### config.mk
export PLATFORM = sky130hd
export DESIGN_NAME = round_robin_burst_scheduler_flat
export DESIGN_NICKNAME = d
export VERILOG_FILES = /design/src/design/rrbs_pkg.sv /design/src/design/rrbs_if.sv /design/src/design/rrbs_ctrl.sv /design/src/design/rrbs_dp.sv /design/src/design/round_robin_burst_scheduler.sv /design/src/flat_wrapper.sv
export SDC_FILE = /design/constraint.sdc
export NUM_CORES = 1
export LEC_CHECK = 0
export ABC_AREA = 1
export ABC_CLOCK_PERIOD_IN_PS = 14900
export BUFFER_PORTS_ARGS = -buffer_cell sky130_fd_sc_hd__buf_2
export CAP_MARGIN = 20
export CORE_MARGIN = 2
export CORE_UTILIZATION = 44
export DETAILED_ROUTE_END_ITERATION = 8
export HOLD_SLACK_MARGIN = 0.12
export PLACE_DENSITY = 0.62
export SETUP_SLACK_MARGIN = 0.02
export SKIP_LAST_GASP = 1
export SLEW_MARGIN = 5
export SYNTH_ARGS = -nofsm -noshare
export SYNTH_HDL_FRONTEND = slang
export SYNTH_HIERARCHICAL = 1
export SYNTH_SLANG_ARGS = --single-unit
export TNS_END_PERCENT = 20
### constraint.sdc
create_clock -name clk -period 14.9 [get_ports clk]
set_clock_uncertainty 0.15 [all_clocks]
set_input_delay 0.745 -clock clk [delete_from_list [all_inputs] [get_ports clk]]
set_output_delay 0.745 -clock clk [all_outputs]
set_load 0.01 [all_outputs]
### src/design/rrbs_pkg.sv
// ----------------------------------------------------------------------------
// rrbs_pkg
// Shared constants, codes and types of the round-robin burst scheduler.
// ----------------------------------------------------------------------------
package rrbs_pkg;

  localparam int MAX_JOBS = 16;
  localparam int IDX_W    = $clog2(MAX_JOBS);
  localparam int CNT_W    = $clog2(MAX_JOBS + 1);
  localparam int BURST_W  = 8;
  localparam int Q_W      = 8;
  localparam int TIME_W   = 16;
  localparam int SUM_W    = 20;
  localparam int CMD_W    = 2;

  localparam logic [Q_W-1:0] QUANTUM_RST = Q_W'(4);

  localparam logic [CMD_W-1:0] CMD_CLEAR = 2'd0;
  localparam logic [CMD_W-1:0] CMD_LOAD  = 2'd1;
  localparam logic [CMD_W-1:0] CMD_STEP  = 2'd2;

  typedef enum logic [1:0] {
    KIND_SLICE     = 2'd0,
    KIND_DONE      = 2'd1,
    KIND_LOAD_OK   = 2'd2,
    KIND_LOAD_FULL = 2'd3
  } kind_t;

  typedef enum logic {
    ST_IDLE,
    ST_EXEC
  } state_t;

  typedef struct packed {
    logic capture;
    logic clear;
    logic exec;
  } rrbs_cmd_t;

  typedef struct packed {
    kind_t              kind;
    logic [IDX_W-1:0]   job_index;
    logic [TIME_W-1:0]  slice_start;
    logic [TIME_W-1:0]  slice_end;
    logic               job_finished;
    logic [TIME_W-1:0]  turnaround;
    logic [TIME_W-1:0]  waiting;
    logic [SUM_W-1:0]   total_turnaround;
    logic [SUM_W-1:0]   total_waiting;
    logic [CNT_W-1:0]   job_count;
  } rrbs_res_t;

endpackage

### src/design/rrbs_if.sv
// ----------------------------------------------------------------------------
// rrbs_if
// Valid/ready channels of the scheduler: command input, result output and
// quantum configuration write.
// ----------------------------------------------------------------------------
interface rrbs_in_if import rrbs_pkg::*; ();
  logic               valid;
  logic               ready;
  logic [CMD_W-1:0]   command;
  logic [BURST_W-1:0] burst_time;

  modport source (output valid, output command, output burst_time, input ready);
  modport sink (input valid, input command, input burst_time, output ready);
endinterface

interface rrbs_out_if import rrbs_pkg::*; ();
  logic              valid;
  logic              ready;
  logic [1:0]        kind;
  logic [IDX_W-1:0]  job_index;
  logic [TIME_W-1:0] slice_start;
  logic [TIME_W-1:0] slice_end;
  logic              job_finished;
  logic [TIME_W-1:0] turnaround;
  logic [TIME_W-1:0] waiting;
  logic [SUM_W-1:0]  total_turnaround;
  logic [SUM_W-1:0]  total_waiting;
  logic [CNT_W-1:0]  job_count;

  modport source (
    output valid, output kind, output job_index, output slice_start, output slice_end,
    output job_finished, output turnaround, output waiting, output total_turnaround,
    output total_waiting, output job_count, input ready
  );
  modport sink (
    input valid, input kind, input job_index, input slice_start, input slice_end,
    input job_finished, input turnaround, input waiting, input total_turnaround,
    input total_waiting, input job_count, output ready
  );
endinterface

interface rrbs_cfg_if import rrbs_pkg::*; ();
  logic           valid;
  logic           ready;
  logic [Q_W-1:0] quantum;

  modport source (output valid, output quantum, input ready);
  modport sink (input valid, input quantum, output ready);
endinterface

### src/design/rrbs_ctrl.sv
// ----------------------------------------------------------------------------
// rrbs_ctrl
// Controller: takes commands, sequences load/step execution and owns the
// result valid flag.
// ----------------------------------------------------------------------------
module rrbs_ctrl import rrbs_pkg::*; (
  input  logic             clk,
  input  logic             rst_n,
  input  logic             in_valid,
  input  logic [CMD_W-1:0] in_command,
  output logic             in_ready,
  output logic             out_valid,
  input  logic             out_ready,
  output rrbs_cmd_t        cmd
);

  state_t state_r, state_nxt;
  logic   out_valid_r, out_valid_nxt;
  logic   out_free;
  logic   needs_exec;

  assign out_free = !out_valid_r || out_ready;

  always_comb begin
    case (in_command) inside
      CMD_LOAD, CMD_STEP: needs_exec = 1'b1;
      default:            needs_exec = 1'b0;
    endcase
  end

  // next state
  always_comb begin
    state_nxt = state_r;
    unique case (state_r)
      ST_IDLE: begin
        if (in_valid && needs_exec) begin
          state_nxt = ST_EXEC;
        end
      end
      ST_EXEC: begin
        if (out_free) begin
          state_nxt = ST_IDLE;
        end
      end
      default: state_nxt = ST_IDLE;
    endcase
  end

  // outputs
  always_comb begin
    cmd      = '0;
    in_ready = 1'b0;
    unique case (state_r)
      ST_IDLE: begin
        in_ready    = 1'b1;
        cmd.capture = in_valid;
        cmd.clear   = in_valid && (in_command == CMD_CLEAR);
      end
      ST_EXEC: begin
        cmd.exec = out_free;
      end
      default: ;
    endcase
  end

  always_comb begin
    out_valid_nxt = out_valid_r;
    if (cmd.exec) begin
      out_valid_nxt = 1'b1;
    end else if (out_ready) begin
      out_valid_nxt = 1'b0;
    end
  end

  always_ff @(posedge clk) begin
    if (!rst_n) begin
      state_r     <= ST_IDLE;
      out_valid_r <= 1'b0;
    end else begin
      state_r     <= state_nxt;
      out_valid_r <= out_valid_nxt;
    end
  end

  assign out_valid = out_valid_r;

endmodule

### src/design/rrbs_dp.sv
// ----------------------------------------------------------------------------
// rrbs_dp
// Datapath: job tables, pending scan, clock and totals, result register.
// ----------------------------------------------------------------------------
module rrbs_dp import rrbs_pkg::*; (
  input  logic               clk,
  input  logic               rst_n,
  input  rrbs_cmd_t          cmd,
  input  logic [CMD_W-1:0]   in_command,
  input  logic [BURST_W-1:0] in_burst,
  input  logic               cfg_we,
  input  logic [Q_W-1:0]     cfg_quantum,
  output rrbs_res_t          res
);

  logic [BURST_W-1:0] burst_mem [MAX_JOBS];
  logic [BURST_W-1:0] rem_mem   [MAX_JOBS];

  logic [Q_W-1:0]      quantum_r;
  logic [CNT_W-1:0]    cnt_r, cnt_nxt;
  logic [IDX_W-1:0]    nptr_r, nptr_nxt;
  logic [TIME_W-1:0]   clk_r, clk_nxt;
  logic [SUM_W-1:0]    sum_tat_r, sum_tat_nxt;
  logic [SUM_W-1:0]    sum_wt_r, sum_wt_nxt;
  logic [MAX_JOBS-1:0] pend_r, pend_nxt;

  logic [CMD_W-1:0]    op_r;
  logic [BURST_W-1:0]  burst_in_r;
  logic [IDX_W-1:0]    idx_r;
  logic                found_r;
  logic [BURST_W-1:0]  rd_rem_r;
  logic [BURST_W-1:0]  rd_burst_r;
  rrbs_res_t           res_r, res_nxt;

  logic               scan_found;
  logic [IDX_W-1:0]   scan_idx;
  logic [IDX_W-1:0]   scan_pos;

  logic [Q_W-1:0]     q_eff;
  logic [BURST_W-1:0] run;
  logic [BURST_W-1:0] rem_new;
  logic [TIME_W:0]    clk_sum;
  logic [TIME_W-1:0]  clk_new;
  logic [TIME_W-1:0]  wt;
  logic [SUM_W:0]     tat_acc;
  logic [SUM_W:0]     wt_acc;
  logic [SUM_W-1:0]   tat_sat;
  logic [SUM_W-1:0]   wt_sat;
  logic [IDX_W-1:0]   nptr_step;
  logic               load_ok;
  logic [IDX_W-1:0]   load_slot;

  logic               burst_we;
  logic               rem_we;
  logic [IDX_W-1:0]   wr_addr;
  logic [BURST_W-1:0] wr_rem;

  // first pending job at or after the pointer, cyclic
  always_comb begin
    scan_found = 1'b0;
    scan_idx   = '0;
    scan_pos   = '0;
    for (int k = MAX_JOBS - 1; k >= 0; k--) begin
      scan_pos = nptr_r + IDX_W'(k);
      if (pend_r[scan_pos]) begin
        scan_found = 1'b1;
        scan_idx   = scan_pos;
      end
    end
  end

  // slice arithmetic
  always_comb begin
    q_eff     = (quantum_r == '0) ? Q_W'(1) : quantum_r;
    run       = (rd_rem_r < q_eff) ? rd_rem_r : q_eff;
    rem_new   = rd_rem_r - run;
    clk_sum   = {1'b0, clk_r} + (TIME_W + 1)'(run);
    clk_new   = clk_sum[TIME_W] ? '1 : clk_sum[TIME_W-1:0];
    wt        = (clk_new > TIME_W'(rd_burst_r)) ? clk_new - TIME_W'(rd_burst_r) : '0;
    tat_acc   = {1'b0, sum_tat_r} + (SUM_W + 1)'(clk_new);
    wt_acc    = {1'b0, sum_wt_r} + (SUM_W + 1)'(wt);
    tat_sat   = tat_acc[SUM_W] ? '1 : tat_acc[SUM_W-1:0];
    wt_sat    = wt_acc[SUM_W] ? '1 : wt_acc[SUM_W-1:0];
    nptr_step = ((CNT_W'(idx_r) + CNT_W'(1)) == cnt_r) ? '0 : idx_r + IDX_W'(1);
    load_ok   = cnt_r < CNT_W'(MAX_JOBS);
    load_slot = cnt_r[IDX_W-1:0];
  end

  always_comb begin
    cnt_nxt     = cnt_r;
    nptr_nxt    = nptr_r;
    clk_nxt     = clk_r;
    sum_tat_nxt = sum_tat_r;
    sum_wt_nxt  = sum_wt_r;
    pend_nxt    = pend_r;
    res_nxt     = res_r;
    burst_we    = 1'b0;
    rem_we      = 1'b0;
    wr_addr     = idx_r;
    wr_rem      = rem_new;
    if (cmd.clear) begin
      cnt_nxt     = '0;
      nptr_nxt    = '0;
      clk_nxt     = '0;
      sum_tat_nxt = '0;
      sum_wt_nxt  = '0;
      pend_nxt    = '0;
    end else if (cmd.exec) begin
      res_nxt = '0;
      if (op_r == CMD_LOAD) begin
        if (load_ok) begin
          burst_we            = 1'b1;
          rem_we              = 1'b1;
          wr_addr             = load_slot;
          wr_rem              = burst_in_r;
          pend_nxt[load_slot] = (burst_in_r != '0);
          cnt_nxt             = cnt_r + CNT_W'(1);
          res_nxt.kind        = KIND_LOAD_OK;
          res_nxt.job_index   = load_slot;
        end else begin
          res_nxt.kind = KIND_LOAD_FULL;
        end
      end else if (!found_r) begin
        res_nxt.kind = KIND_DONE;
      end else begin
        rem_we              = 1'b1;
        clk_nxt             = clk_new;
        nptr_nxt            = nptr_step;
        res_nxt.kind        = KIND_SLICE;
        res_nxt.job_index   = idx_r;
        res_nxt.slice_start = clk_r;
        res_nxt.slice_end   = clk_new;
        if (rem_new == '0) begin
          pend_nxt[idx_r]      = 1'b0;
          sum_tat_nxt          = tat_sat;
          sum_wt_nxt           = wt_sat;
          res_nxt.job_finished = 1'b1;
          res_nxt.turnaround   = clk_new;
          res_nxt.waiting      = wt;
        end
      end
      res_nxt.total_turnaround = sum_tat_nxt;
      res_nxt.total_waiting    = sum_wt_nxt;
      res_nxt.job_count        = cnt_nxt;
    end
  end

  always_ff @(posedge clk) begin
    if (!rst_n) begin
      quantum_r <= QUANTUM_RST;
      cnt_r     <= '0;
      nptr_r    <= '0;
      clk_r     <= '0;
      sum_tat_r <= '0;
      sum_wt_r  <= '0;
      pend_r    <= '0;
    end else begin
      if (cfg_we) begin
        quantum_r <= cfg_quantum;
      end
      cnt_r     <= cnt_nxt;
      nptr_r    <= nptr_nxt;
      clk_r     <= clk_nxt;
      sum_tat_r <= sum_tat_nxt;
      sum_wt_r  <= sum_wt_nxt;
      pend_r    <= pend_nxt;
    end
  end

  // command capture and result payload
  always_ff @(posedge clk) begin
    if (cmd.capture) begin
      op_r       <= in_command;
      burst_in_r <= in_burst;
      idx_r      <= scan_idx;
      found_r    <= scan_found;
    end
    res_r <= res_nxt;
  end

  // job tables
  always_ff @(posedge clk) begin
    if (burst_we) begin
      burst_mem[wr_addr] <= burst_in_r;
    end
    if (rem_we) begin
      rem_mem[wr_addr] <= wr_rem;
    end
    if (cmd.capture) begin
      rd_rem_r   <= rem_mem[scan_idx];
      rd_burst_r <= burst_mem[scan_idx];
    end
  end

  assign res = res_r;

endmodule

### src/design/round_robin_burst_scheduler.sv
// ----------------------------------------------------------------------------
// round_robin_burst_scheduler
// Round-robin job scheduler with a configurable time quantum: loads job bursts,
// issues at most one time slice per step and tracks turnaround and waiting totals.
//
//   channel  dir  handshake          payload
//   in_ch    in   valid/ready        command, burst_time
//   out_ch   out  valid/ready        kind .. job_count (one result per load or step)
//   cfg_ch   in   valid/ready        quantum
//
// load and step are accepted first (pending scan, table read registered),
// then executed once the output register is free
// clear and the unused command code are taken while idle and give no result
// in_ch.ready is high while idle, also while a result waits in out_ch
// cfg_ch.ready is always high; reset is synchronous, no clearing pass
// ----------------------------------------------------------------------------
module round_robin_burst_scheduler import rrbs_pkg::*; (
  input  logic       clk,
  input  logic       rst_n,
  rrbs_in_if.sink    in_ch,
  rrbs_out_if.source out_ch,
  rrbs_cfg_if.sink   cfg_ch
);

  rrbs_cmd_t cmd;
  rrbs_res_t res;

  rrbs_ctrl u_ctrl (
    .clk        (clk),
    .rst_n      (rst_n),
    .in_valid   (in_ch.valid),
    .in_command (in_ch.command),
    .in_ready   (in_ch.ready),
    .out_valid  (out_ch.valid),
    .out_ready  (out_ch.ready),
    .cmd        (cmd)
  );

  rrbs_dp u_dp (
    .clk         (clk),
    .rst_n       (rst_n),
    .cmd         (cmd),
    .in_command  (in_ch.command),
    .in_burst    (in_ch.burst_time),
    .cfg_we      (cfg_ch.valid),
    .cfg_quantum (cfg_ch.quantum),
    .res         (res)
  );

  assign cfg_ch.ready            = 1'b1;
  assign out_ch.kind             = res.kind;
  assign out_ch.job_index        = res.job_index;
  assign out_ch.slice_start      = res.slice_start;
  assign out_ch.slice_end        = res.slice_end;
  assign out_ch.job_finished     = res.job_finished;
  assign out_ch.turnaround       = res.turnaround;
  assign out_ch.waiting          = res.waiting;
  assign out_ch.total_turnaround = res.total_turnaround;
  assign out_ch.total_waiting    = res.total_waiting;
  assign out_ch.job_count        = res.job_count;

endmodule

### src/flat_wrapper.sv
// flat-port wrapper written by rule: the top's interface ports become plain ports
module round_robin_burst_scheduler_flat import rrbs_pkg::*;
  (clk, rst_n, in_ch_valid, in_ch_command, in_ch_burst_time, in_ch_ready, out_ch_valid, out_ch_kind, out_ch_job_index, out_ch_slice_start, out_ch_slice_end, out_ch_job_finished, out_ch_turnaround, out_ch_waiting, out_ch_total_turnaround, out_ch_total_waiting, out_ch_job_count, out_ch_ready, cfg_ch_valid, cfg_ch_quantum, cfg_ch_ready);
  rrbs_in_if in_ch_i ();
  rrbs_out_if out_ch_i ();
  rrbs_cfg_if cfg_ch_i ();
  input  logic clk;
  input  logic rst_n;
  input wire logic [$bits(in_ch_i.valid)-1:0] in_ch_valid;
  input wire logic [$bits(in_ch_i.command)-1:0] in_ch_command;
  input wire logic [$bits(in_ch_i.burst_time)-1:0] in_ch_burst_time;
  output wire logic [$bits(in_ch_i.ready)-1:0] in_ch_ready;
  output wire logic [$bits(out_ch_i.valid)-1:0] out_ch_valid;
  output wire logic [$bits(out_ch_i.kind)-1:0] out_ch_kind;
  output wire logic [$bits(out_ch_i.job_index)-1:0] out_ch_job_index;
  output wire logic [$bits(out_ch_i.slice_start)-1:0] out_ch_slice_start;
  output wire logic [$bits(out_ch_i.slice_end)-1:0] out_ch_slice_end;
  output wire logic [$bits(out_ch_i.job_finished)-1:0] out_ch_job_finished;
  output wire logic [$bits(out_ch_i.turnaround)-1:0] out_ch_turnaround;
  output wire logic [$bits(out_ch_i.waiting)-1:0] out_ch_waiting;
  output wire logic [$bits(out_ch_i.total_turnaround)-1:0] out_ch_total_turnaround;
  output wire logic [$bits(out_ch_i.total_waiting)-1:0] out_ch_total_waiting;
  output wire logic [$bits(out_ch_i.job_count)-1:0] out_ch_job_count;
  input wire logic [$bits(out_ch_i.ready)-1:0] out_ch_ready;
  input wire logic [$bits(cfg_ch_i.valid)-1:0] cfg_ch_valid;
  input wire logic [$bits(cfg_ch_i.quantum)-1:0] cfg_ch_quantum;
  output wire logic [$bits(cfg_ch_i.ready)-1:0] cfg_ch_ready;
  assign in_ch_i.valid = in_ch_valid;
  assign in_ch_i.command = in_ch_command;
  assign in_ch_i.burst_time = in_ch_burst_time;
  assign in_ch_ready = in_ch_i.ready;
  assign out_ch_valid = out_ch_i.valid;
  assign out_ch_kind = out_ch_i.kind;
  assign out_ch_job_index = out_ch_i.job_index;
  assign out_ch_slice_start = out_ch_i.slice_start;
  assign out_ch_slice_end = out_ch_i.slice_end;
  assign out_ch_job_finished = out_ch_i.job_finished;
  assign out_ch_turnaround = out_ch_i.turnaround;
  assign out_ch_waiting = out_ch_i.waiting;
  assign out_ch_total_turnaround = out_ch_i.total_turnaround;
  assign out_ch_total_waiting = out_ch_i.total_waiting;
  assign out_ch_job_count = out_ch_i.job_count;
  assign out_ch_i.ready = out_ch_ready;
  assign cfg_ch_i.valid = cfg_ch_valid;
  assign cfg_ch_i.quantum = cfg_ch_quantum;
  assign cfg_ch_ready = cfg_ch_i.ready;
  round_robin_burst_scheduler u_core (.clk(clk), .rst_n(rst_n), .in_ch(in_ch_i), .out_ch(out_ch_i), .cfg_ch(cfg_ch_i));
endmodule
Yosys cells after proc, flatten, opt, wreduce, memory -nomap -nowiden
Memories as Yosys holds them, arrays and structs flattened. A register that Yosys moved wholly into a read port is not among the register bits.
Index checks and enable logic that the tools add are counted.
- reductions and logical operators: 21
- mux-type cells: 108
- eq/ne operators: 5
- $lt $le $gt $ge: 23
- add/subtract/negate cells: 23
- bitwise logic cells: 8
- operator list (operator ; count):
    20-bit two-way mux ; 8
    16-bit two-way mux ; 6
    4-bit by 5-bit less-than comparator with 1-bit output (second input constant) ; 18
    4-bit two-way mux ; 22
    69-bit two-way mux ; 1
    1-bit binary-select mux with 4-bit select ; 16
    8-bit two-way mux ; 6
    20-bit by 16-bit adder with 21-bit output ; 2
    1-bit two-way mux ; 40
    33-bit two-way mux ; 1
    4-bit adder (second input constant) ; 8
    16-bit by 8-bit adder with 17-bit output ; 1
    4-bit by 3-bit adder with 4-bit output (second input constant) ; 4
    16-bit AND ; 1
    16-bit bitwise mux ; 1
    16-bit by 8-bit > comparator with 1-bit output ; 1
    8-bit zero test ; 2
    16-bit inverter ; 1
    16-bit by 8-bit subtractor with 16-bit output ; 1
    15-bit OR reduction ; 1
    5-bit two-way mux ; 2
    4-bit by 1-bit adder with 4-bit output (second input constant) ; 2
    4-bit by 2-bit adder with 4-bit output (second input constant) ; 2
    1-bit demux with 4-bit select ; 2
    25 further kinds ; 39
- bits in writable memories: 256
- input bits: 23
- register bits after elaboration: 222
- word-level logic and storage cells: 213
- memories kept: 2
- output and inout port bits: 119
- memory list (memory ; words ; width ; rd ports ; clocked after memory_dff ; wr ports ; line ; text):
    u_core.u_dp.burst_mem ; 16 ; 8 ; 1 ; 1 ; 1 ; rrbs_dp.sv:16 ; logic [BURST_W-1:0] burst_mem [MAX_JOBS];
    u_core.u_dp.rem_mem ; 16 ; 8 ; 1 ; 1 ; 1 ; rrbs_dp.sv:17 ; logic [BURST_W-1:0] rem_mem [MAX_JOBS];

Longest topological paths before layout
- word-level depth: 19
- depth in mapped cells: 68

Hierarchy
Netlist, hierarchy kept.
- modules (own cells, without submodules) (module ; area each (um^2) ; instances ; sequential area each (um^2) ; cells each):
    rrbs_dp ; 25593.3 ; 1 ; 13883.3 ; 2841
    rrbs_ctrl ; 135.1 ; 1 ; 40.0 ; 19
    round_robin_burst_scheduler ; 11.3 ; 1 ; 0.0 ; 2

Worst setup path before layout
Ideal clock, no wire load.
- path kind: input port to flip-flop
- from: input port out_ch_ready
- to: memory u_core.u_dp.rem_mem[11][0] (enable)
- required time: 14.365 ns
- path slack: 5.831 ns
- setup time: 0.385 ns
- cell stages on the path: 14
- arrival: 8.534 ns
- path through: inv_1 a21oi_4 buf_4 inv_1 nor2_1 inv_1 nor2_1 inv_1 clkbuf_1 nand2_1 o21ai_0 inv_1 nand2_1 nor3_1
- RTL lines (element ; line ; text):
    start, declared ; flat_wrapper.sv:24 ; input wire logic [$bits(out_ch_i.ready)-1:0] out_ch_ready;
    end, declared ; rrbs_dp.sv:17 ;

Worst setup path after layout
- from: register u_core.u_dp.rd_rem_r[5] (read register of u_core.u_dp.rem_mem)
- to: register u_core.u_dp.sum_wt_r[1]
- word-level cells in the longest chain between the ends: 11
- RTL lines (element ; line ; text):
    start, declared ; rrbs_dp.sv:31 ; logic [BURST_W-1:0] rd_rem_r;
    8-bit less-than comparator ; rrbs_dp.sv:75 ; run = (rd_rem_r < q_eff) ? rd_rem_r : q_eff;
    8-bit two-way mux (*) ; rrbs_dp.sv:75 ;
    16-bit by 8-bit adder with 17-bit output (*) ; rrbs_dp.sv:77 ; clk_sum = {1'b0, clk_r} + (TIME_W + 1)'(run);
    16-bit two-way mux (*) ; rrbs_dp.sv:78 ; clk_new = clk_sum[TIME_W] ? '1 : clk_sum[TIME_W-1:0];
    net u_core.u_dp.clk_new[2] ; rrbs_dp.sv:43 ; logic [TIME_W-1:0] clk_new;
    16-bit by 8-bit > comparator with 1-bit output (*) ; rrbs_dp.sv:79 ; wt = (clk_new > TIME_W'(rd_burst_r)) ? clk_new - TIME_W'(rd_burst_r) : '0;
    16-bit two-way mux (*) ; rrbs_dp.sv:79 ;
    net u_core.u_dp.wt[0] ; rrbs_dp.sv:44 ; logic [TIME_W-1:0] wt;
    20-bit by 16-bit adder with 21-bit output (*) ; rrbs_dp.sv:81 ; wt_acc = {1'b0, sum_wt_r} + (SUM_W + 1)'(wt);
    20-bit two-way mux (*) ; rrbs_dp.sv:83 ; wt_sat = wt_acc[SUM_W] ? '1 : wt_acc[SUM_W-1:0];
    20-bit two-way mux (*) ; rrbs_dp.sv:133 ; if (rem_new == '0) begin
    20-bit two-way mux (*) ; rrbs_dp.sv:123 ; end else if (!found_r) begin
    20-bit two-way mux (*) ; rrbs_dp.sv:110 ; if (op_r == CMD_LOAD) begin
    end signal, assigned ; rrbs_dp.sv:165 ; sum_wt_r <= sum_wt_nxt;
    end, declared ; rrbs_dp.sv:24 ; logic [SUM_W-1:0] sum_wt_r, sum_wt_nxt;
Mark *: on every way through the listed nets, which the timed path passes. The rest lies on a longest branch.
A chain may end at the register's enable or synchronous reset.

==> impl_metrics.toml <==
[outcome]
status = "completed"

[worst_setup_path]
path_max_fanout = 28
end_kind = "flop"
slowest_stage = "o21ai_0"
rrSetupSlack_ns = 5.05
path_buf_inv = 8
max_stage_delay_ns = 0.49
crit_required_ns = 15.26
path_class = "reg -> reg"
start_kind = "flop"
cpLargestDelayFamily = "simple AND/OR/NAND/NOR gates"
cp_common_cell = "nor2_1"
crit_arrival_ns = 10.21

[synthesis]
syn-cell-area_um2 = 25700
synthMostInstantiatedCell = "nand2_1"
synth_edf_count = 403
netlist.area_leader.share_pct = 47.0
synth_warnings = 6
syn_avg_cell_area_um2 = 8.99
synth_area_leader_cell = "edfxtp_1"
synthArstFlopShare_pct = 0
synth_top_cells_by_count = "nand2_1, nand3_1, inv_1"
synth_cells = 2862
post_synth_num_cell_types = 53
synth_nets = 2969
ys.flop_type = "edfxtp_1"
synth_seq_cells = 494
ys_top_cells_by_area = "edfxtp_1, nand3_1, dfxtp_1, nand2_1, inv_1"
ys_seq_area_share_pct = 54.1

[cts]
cts_buffers = 53
cts_setup_buffers = 0
cts_tree = "yes"
clkLatencyLatePin_ns = 0.63
cts.sink_count = 494
root_buffer = "clkbuf_16"
cts.clk_slew.worst_paths_ns = 0.06
cts_resized = 0
htree_levels = 2
holdBufCountCts = 0
clk_path_buf_depth = 3

[die]
dieArea_um2 = 60400
io_pins = 142
initial_core_util_pct = 44.5
rows = 88
die_x_um = 246
die_y_um = 246
core_area_um2 = 57800

[finish]
area.growth.synth_to_final_pct = 12.1
drive_gt1_share_pct = 10.5
final_area_um2 = 28900
multi_input_area_um2 = 9510
antenna_cells = 0
postLayoutCoreUtil_pct = 49.9
nFillCells = 5321
seqCellArea_um2 = 13900
fin_nets = 3075

[global_route]
grt_pass1_wl_um = 110000
grt_antenna_before_repair = 0
track_usage_pct = 23.3
grt_pass1_vias = 19400
grt_max_degree = 100
overflow = 0

[timing]
rsz0062_at_grt = "no"
setup_viol = 0
setup_tns_ns = 0
maxSlewViolCount = 0
tightest_slew_ns = 1.11
finalHoldViolations = 0
period_share_pct = 66.1
maxSlewHeadroom_pct = 25.9
timing.fmax_ghz = 0.101
layout_min_cycle_time_ns = 9.85
worst_hold_slack_ns = 0.157

[routing]
vias = 20400
route.detailed.drc = 0
avgRoutedWirePerCell_um = 18.8
drt_first_iter_violations = 1832
ant_nets = 0
viasPerCell = 5.39
first_pass_iters = 5
wl_um = 71000

[placed_design]
io_buffers = 140
placed_cell_area_um2 = 27100
dpl.hpwl_um = 47700
place_congestion = 0.926

[power_and_ir_drop]
cellLeakagePower_nw = 12.4
irDropWorstVdd_mv = 0.326
p_per_area_nw_per_um2 = 232

[min_path]
hold_path_class = "in -> reg"

[flow_run]
drv_cap = 0
per-stage QoR:
stage	cells	total power, mW	setup WS, ns
after floorplan	2862	4.31	5.83
after detailed placement	3676	5.33	4.78
after global routing	3777	7.12	3.80
after CTS	3775	6.68	4.73
after global placement	3673	5.27	5.11
final	3777	6.69	5.05
path summary, 6_finish.rpt:
kind | startpoint | to | depth (start not counted)
worst max register to register | u_core/u_dp/rd_rem_r[5] | u_core/u_dp/sum_wt_r[1] | 57
worst min register to register | u_core/u_dp/quantum_r[0] | u_core/u_dp/quantum_r[0] | 2
worst max-delay path | u_core/u_dp/rd_rem_r[5] | u_core/u_dp/sum_wt_r[1] | 57
worst min-delay path | in_ch_burst_time[3] | u_core/u_dp/burst_in_r[3] | 1
where the power goes:
| group | switching [mW] | total (mW) | internal (mW) |
|---|---|---|---|
| sequential | 0.0668 | 1.96 | 1.89 |
| combinational | 2.42 | 3.39 | 0.966 |
| clock | 0.567 | 1.34 | 0.774 |
| total | 3.06 | 6.69 | 3.63 |
state kept, by name (all words and copies together) (netlist names):
register	cells
u_core/u_ctrl/out_valid	1
u_core/u_ctrl/state_r	1
u_core/u_dp/burst_in_r	8
u_core/u_dp/burst_mem	128
u_core/u_dp/clk_r	16
u_core/u_dp/cnt_r	5
u_core/u_dp/found_r	1
u_core/u_dp/idx_r	4
u_core/u_dp/nptr_r	4
u_core/u_dp/op_r	2
u_core/u_dp/pend_r	16
u_core/u_dp/quantum_r	8
u_core/u_dp/rd_burst_r	8
u_core/u_dp/rd_rem_r	8
u_core/u_dp/rem_mem	128
u_core/u_dp/res	116
u_core/u_dp/sum_tat_r	20
u_core/u_dp/sum_wt_r	20
logic make-up after synthesis:
group	Yosys count	synth area share (%)
compound gates	400	8.38
xor+xnor	61	2.16
fa+ha+maj	84	4.23
buf+inv	579	9.21
flops	494	54.1
other cells	1	0.0146
simple gates	1243	21.9
cells in the final DEF, fill, tap and decap left out, types with 12 or more instances in the layout:
cell       synthesis  layout
a21oi_1          171     170
buf_2             31     143
buf_4             22      38
clkbuf_16          0      53
clkinv_2           0      12
dfxtp_1           91      91
edfxtp_1         403     403
ha_1              79      79
inv_1            434     434
nand2_1          465     464
nand3_1          439     439
nand3b_1          65      65
nor2_1           189     186
nor3_1            38      38
o21ai_0          170     170
or2_2             14      14
xnor2_1           25      25
xor2_1            33      33
layout make-up:
| class | count | share of cell area, % |
|---|---|---|
| inverters | 448 | 5.83 |
| clock buffers | 64 | 4.81 |
| repair buffers | 182 | 3.52 |
| multi-input cells | 1789 | 32.9 |
| clock inverters | 35 | 1.35 |
| flip-flops and latches | 494 | 48.2 |
| well taps | 765 | 3.32 |
worst reg2reg max path: cells and delay by family, from the launching register on:
kind                     cells  cell delay (ns)
AO/OA/AOI/OAI               18             3.19
adder cells (fa/ha/maj)      5             1.64
buffers and inverters        8             1.02
flip-flops                   1             0.43
AND/OR/NAND/NOR             26             3.33
metal layers:
layer | track usage [%] | wire, µm | vias up
li1 | - | - | 9838
met1 | 31.1 | 30600 | 9684
met2 | 38.7 | 33500 | 700
met3 | 3.30 | 4620 | 128
met4 | 7.77 | 2200 | 0
met5 | 0 | 0 | -
Note: power is estimated with default switching activity, not from simulation.
